<file path="src/sv/sgvu_sqrt_pipe.sv">
// ============================================================================
// Pipelined integer square root
// Digit-by-digit floor square root, one result bit per register stage, with
// a valid bit and a side bus that travel alongside the operand.
// ============================================================================
`default_nettype none

module sgvu_sqrt_pipe #(
  parameter int VW = 42,
  parameter int SW = 8
) (
  input  logic              clk_i,
  input  logic              rst_ni,
  input  logic              en_i,
  input  logic              vld_i,
  input  logic [VW-1:0]     rad_i,
  input  logic [SW-1:0]     side_i,
  output logic              vld_o,
  output logic [VW/2-1:0]   root_o,
  output logic [SW-1:0]     side_o
);

  localparam int RW = VW / 2;
  localparam int MW = RW + 2;

  logic          vld_q  [RW];
  logic [VW-1:0] rad_q  [RW];
  logic [MW-1:0] rem_q  [RW];
  logic [RW-1:0] root_q [RW];
  logic [SW-1:0] side_q [RW];

  logic          vld_d  [RW];
  logic [VW-1:0] rad_d  [RW];
  logic [MW-1:0] rem_d  [RW];
  logic [RW-1:0] root_d [RW];
  logic [SW-1:0] side_d [RW];

  always_comb begin : stage_logic
    logic          v;
    logic [VW-1:0] a;
    logic [MW-1:0] r;
    logic [RW-1:0] t;
    logic [SW-1:0] s;
    logic [MW+1:0] trem;
    logic [MW+1:0] trial;
    for (int g = 0; g < RW; g++) begin
      if (g == 0) begin
        v = vld_i;
        a = rad_i;
        r = '0;
        t = '0;
        s = side_i;
      end else begin
        v = vld_q[g-1];
        a = rad_q[g-1];
        r = rem_q[g-1];
        t = root_q[g-1];
        s = side_q[g-1];
      end
      trem  = {r, a[VW-1:VW-2]};
      trial = (MW+2)'({t, 2'b01});
      if (trem >= trial) begin
        rem_d[g]  = MW'(trem - trial);
        root_d[g] = {t[RW-2:0], 1'b1};
      end else begin
        rem_d[g]  = trem[MW-1:0];
        root_d[g] = {t[RW-2:0], 1'b0};
      end
      vld_d[g]  = v;
      rad_d[g]  = {a[VW-3:0], 2'b00};
      side_d[g] = s;
    end
  end

  always_ff @(posedge clk_i or negedge rst_ni) begin
    if (!rst_ni) begin
      for (int g = 0; g < RW; g++) vld_q[g] <= 1'b0;
    end else if (en_i) begin
      for (int g = 0; g < RW; g++) vld_q[g] <= vld_d[g];
    end
  end

  always_ff @(posedge clk_i) begin
    if (en_i) begin
      for (int g = 0; g < RW; g++) begin
        rad_q[g]  <= rad_d[g];
        rem_q[g]  <= rem_d[g];
        root_q[g] <= root_d[g];
        side_q[g] <= side_d[g];
      end
    end
  end

  assign vld_o  = vld_q[RW-1];
  assign root_o = root_q[RW-1];
  assign side_o = side_q[RW-1];

endmodule

`default_nettype wire

</file>
<file path="config.mk">
export PLATFORM = sky130hd
export DESIGN_NAME = sgvu_sqrt_pipe
export DESIGN_NICKNAME = d
export VERILOG_FILES = /design/src/sv/sgvu_sqrt_pipe.sv
export SDC_FILE = /design/constraint.sdc
export NUM_CORES = 2
export LEC_CHECK = 0
export BUFFER_PORTS_ARGS = -buffer_cell sky130_fd_sc_hd__buf_2
export CAP_MARGIN = 5
export CORE_MARGIN = 2
export CORE_UTILIZATION = 55
export DETAILED_ROUTE_END_ITERATION = 12
export PLACE_DENSITY = 0.76
export SETUP_SLACK_MARGIN = 0.02
export SLEW_MARGIN = 40
export SYNTH_ARGS = -nofsm -noshare
export SYNTH_HDL_FRONTEND = slang
export SYNTH_SLANG_ARGS = --single-unit
</file>
<file path="constraint.sdc">
create_clock -name clk_i -period 3.9 [get_ports clk_i]
set_input_delay 0.39 -clock clk_i [delete_from_list [all_inputs] [get_ports clk_i]]
set_output_delay 0.39 -clock clk_i [all_outputs]
set_load 0.01 [all_outputs]
</file>
==> summary.md <==
| Metric | Value |
|---|---|
| IO buf count | `83` |
| Top-area cell type share of the netlist area | `0.676` |
| Post-synth EDFFs | `1250` |
| Worst hold path class | `primary input to flop` |
| Final setup fails | `0` |
| Leakage | `24.0 nW` |
| Pin slew with the least headroom to its limit | `771 ps` |
| F_max | `278 MHz` |
| Buf+Inv Stages, Crit Path | `1` |
| Post-Route Skew | `14.9 ps` |
| Antenna Cells | `0` |
| Mean Syn Cell Area | `13.9 sq um` |
| Reg clk slew, reported paths | `60 ps` |
| Dpl hpwl | `60.2 mm` |
| Status | `finished, final reports clean` |
| Nets@finish | `4552` |
| CP cell instances | `or3_1 -> nor4_2 -> nand3_1 -> o41ai_1 -> nor4bb_2 -> buf_4 -> a2111oi_4 -> nand2_2 -> or4_1 -> xnor2_1` |
| Placed Area | `57900 sq um` |
| Clock Tree Root | `clkbuf_16` |
| Slew Viols, Final | `0` |
| Maxcap violations | `0` |
| CTS tree | `built` |
| CP top delay family | `simple AND/OR/NAND/NOR gates` |
| CP Class | `flop to flop` |
| Worst slack, placed | `349 ps` |
| Routed length on met2 | `44.9 mm` |
| Setup TNS after final layout | `0 ps` |
| Critical path arrival | `4050 ps` |
| Area leader, netlist | `edfxtp_1` |
| Met1 WL | `36.9 mm` |
| CTS sink count | `1271` |
| Starting density of the core | `0.555` |
| Startpoint type of the worst setup path | `flop` |
| Min Tclk post-route | `3590 ps` |
| Cell Area, Synth | `55600 sq um` |
| CP endpoint kind | `flop` |
| Share of async-settable or async-resettable flops after synthesis | `0.0165` |
| Largest net degree at the start of global routing | `148` |
| Drt pass-1 iters | `7` |
| Io pins | `84` |
| Worst path max stage delay | `530 ps` |
| CORE AREA | `100000 sq um` |
| Power Dens Cells | `560 nW/um^2` |
| Final hold violation count | `0` |
| CP max FO | `10` |
| Gr usage total | `0.172` |
| Antenna viol nets, final | `0` |
| Slew margin rel. | `0.482` |
| Count of different cell masters after synthesis | `80` |
| Post-Syn Nets | `4301` |
| Max stage delay cell, worst path | `o41ai_1` |
| Full die area | `104000 sq um` |
| Fin crit share | `0.921` |
| Initial DRC Count | `1868` |
| Seq cells post-synth | `1271` |
| Final RePlAce weighted congestion | `0.918` |
| Initial antenna violation count | `0` |
| Synth area leaders | `edfxtp_1 (68%), ha_1 (5.7%), xnor2_1 (2.7%)` |
| Drt drc | `0` |
| Clock Path Buffers | `3` |
| Syn Inst Count | `3994` |
| Gr ovfl total | `0` |
| Clock Latency Late Sink | `720 ps` |
| Routed WL | `88.9 mm` |
| Vias in the first global route | `30200` |
| Design Area, Final | `62600 sq um` |
| Wire per inst | `15.7 um` |
| DR vias/cell | `5.43` |
| First-pass GRT wire length | `145 mm` |
| Routed via count | `30700` |
| RSZ-0062 raised after global routing | `false` |
| Critical Path RT | `4360 ps` |
| Final worst setup slack | `309 ps` |
| Die X | `322 um` |
| Rows | `116` |
| Layout overhead on the synthesized area | `12.7%` |
| Die height | `322 um` |
| VDD IR-drop max | `0.412 mV` |
| Register area share after synthesis | `0.685` |
| H-tree levels | `4` |
| Met3 WL | `3.71 mm` |
| Num CTS Buffers | `131` |
| Synth warn | `0` |
| Share of cells above drive strength 1 | `0.0878` |
| Commonest register cell after synthesis | `edfxtp_1` |
| DR top layer | `met4` |
synth_stat cells (16+ instances only):
master,instances
edfxtp_1,1250
inv_1,302
nand2_1,256
ha_1,253
nor2_1,249
a21oi_1,216
xnor2_1,173
xor2_1,168
o21ai_1,148
a21o_1,79
nor3_1,78
nor4_1,55
clkbuf_1,54
nand2b_1,54
nand3_1,52
o21a_1,50
nand4_1,46
o21ai_0,46
nor2b_1,40
or3_1,30
mux2_1,29
mux2_2,29
and3_1,27
a211oi_1,24
o31ai_1,23
dfrtp_1,21
a31oi_1,18
or4_1,16
state kept, by name (all words and copies together) (netlist names):
name,count
vld_d,19
rad_q,420
side_q,168
root_q,231
stage_logic.v,1
vld_o,1
rem_q,431
what timing repair did:
action / CTS / global route
hold buffers: 53 / 0
endpoints found under the hold margin: 73 / 0
gates resized for setup: 0 / 0
buffers inserted: 0 / 0
cells in the final DEF (no fill, tap or decap), drive strengths merged, types with 30 or more instances in the layout:
cell         count
a21o            79
a21oi          216
buf            127
clkbuf         153
clkinv          65
dlygate4sd3     53
edfxtp        1250
ha             253
inv            324
mux2            58
nand2          257
nand2b          54
nand3           52
nand4           46
nor2           249
nor2b           40
nor3            78
nor4            56
o21a            50
o21ai          194
or3             30
xnor2          173
xor2           168
cell type report:
| type | count | area, sq um |
|---|---|---|
| sequential | 1271 | 38100 |
| timing repair buffer | 180 | 1400 |
| tap | 1298 | 1620 |
| multi-input combinational | 2345 | 16100 |
| clock buffer | 153 | 3380 |
| clock inverter | 88 | 828 |
| fill | 7272 | 37500 |
| inverter | 316 | 1190 |
worst paths after layout:
check | startpoint | endpoint | slack (ps) | cells past startpoint
max | rem_q[0][56] | rem_q[0][85] | 310 | 10
max reg2reg | rem_q[0][56] | rem_q[0][85] | 310 | 10
min reg2reg | rad_q[2][37] | rad_q[2][79] | 410 | 0
max in group asynchronous | rst_ni | stage_logic.v | 3420 | 2
min in group asynchronous | rst_ni | vld_d[12] | 160 | 2
min | en_i | rad_q[0][14] | 130 | 1
logic make-up after synthesis:
| group | count (synthesis) | synth area share |
|---|---|---|
| AO/OA/AOI/OAI | 716 | 0.0799 |
| AND/OR/NAND/NOR | 972 | 0.0861 |
| flip-flops | 1271 | 0.685 |
| XOR/XNOR | 341 | 0.0538 |
| buffers and inverters | 378 | 0.0257 |
| adder cells (fa/ha/maj) | 253 | 0.0570 |
| multiplexers | 62 | 0.0125 |
| other | 1 | 0.0000675 |
per-layer routing:
metal,up-vias,track usage
met5,-,0
met4,0,0.0750
met3,217,0.0321
met2,612,0.305
met1,14600,0.205
li1,15300,-
metrics by stage:
stage | total power [mW] | util | hold slack (ps) | cells
global route | 36.8 | 0.625 | 108 | 5651
CTS | 35.5 | 0.625 | 92.9 | 5651
detailed placement | 23.2 | 0.578 | 364 | 5357
floorplan | 21.7 | - | 94.4 | 3994
global placement | 23.1 | 0.578 | 354 | 5357
finish | 35.1 | 0.625 | 125 | 5651
power by group:
part | switching, mW | internal [mW]
combinational | 2.94 | 2.32
clock | 5.08 | 6.95
sequential | 0.845 | 16.9
Note: power is estimated with default switching activity, not from simulation.
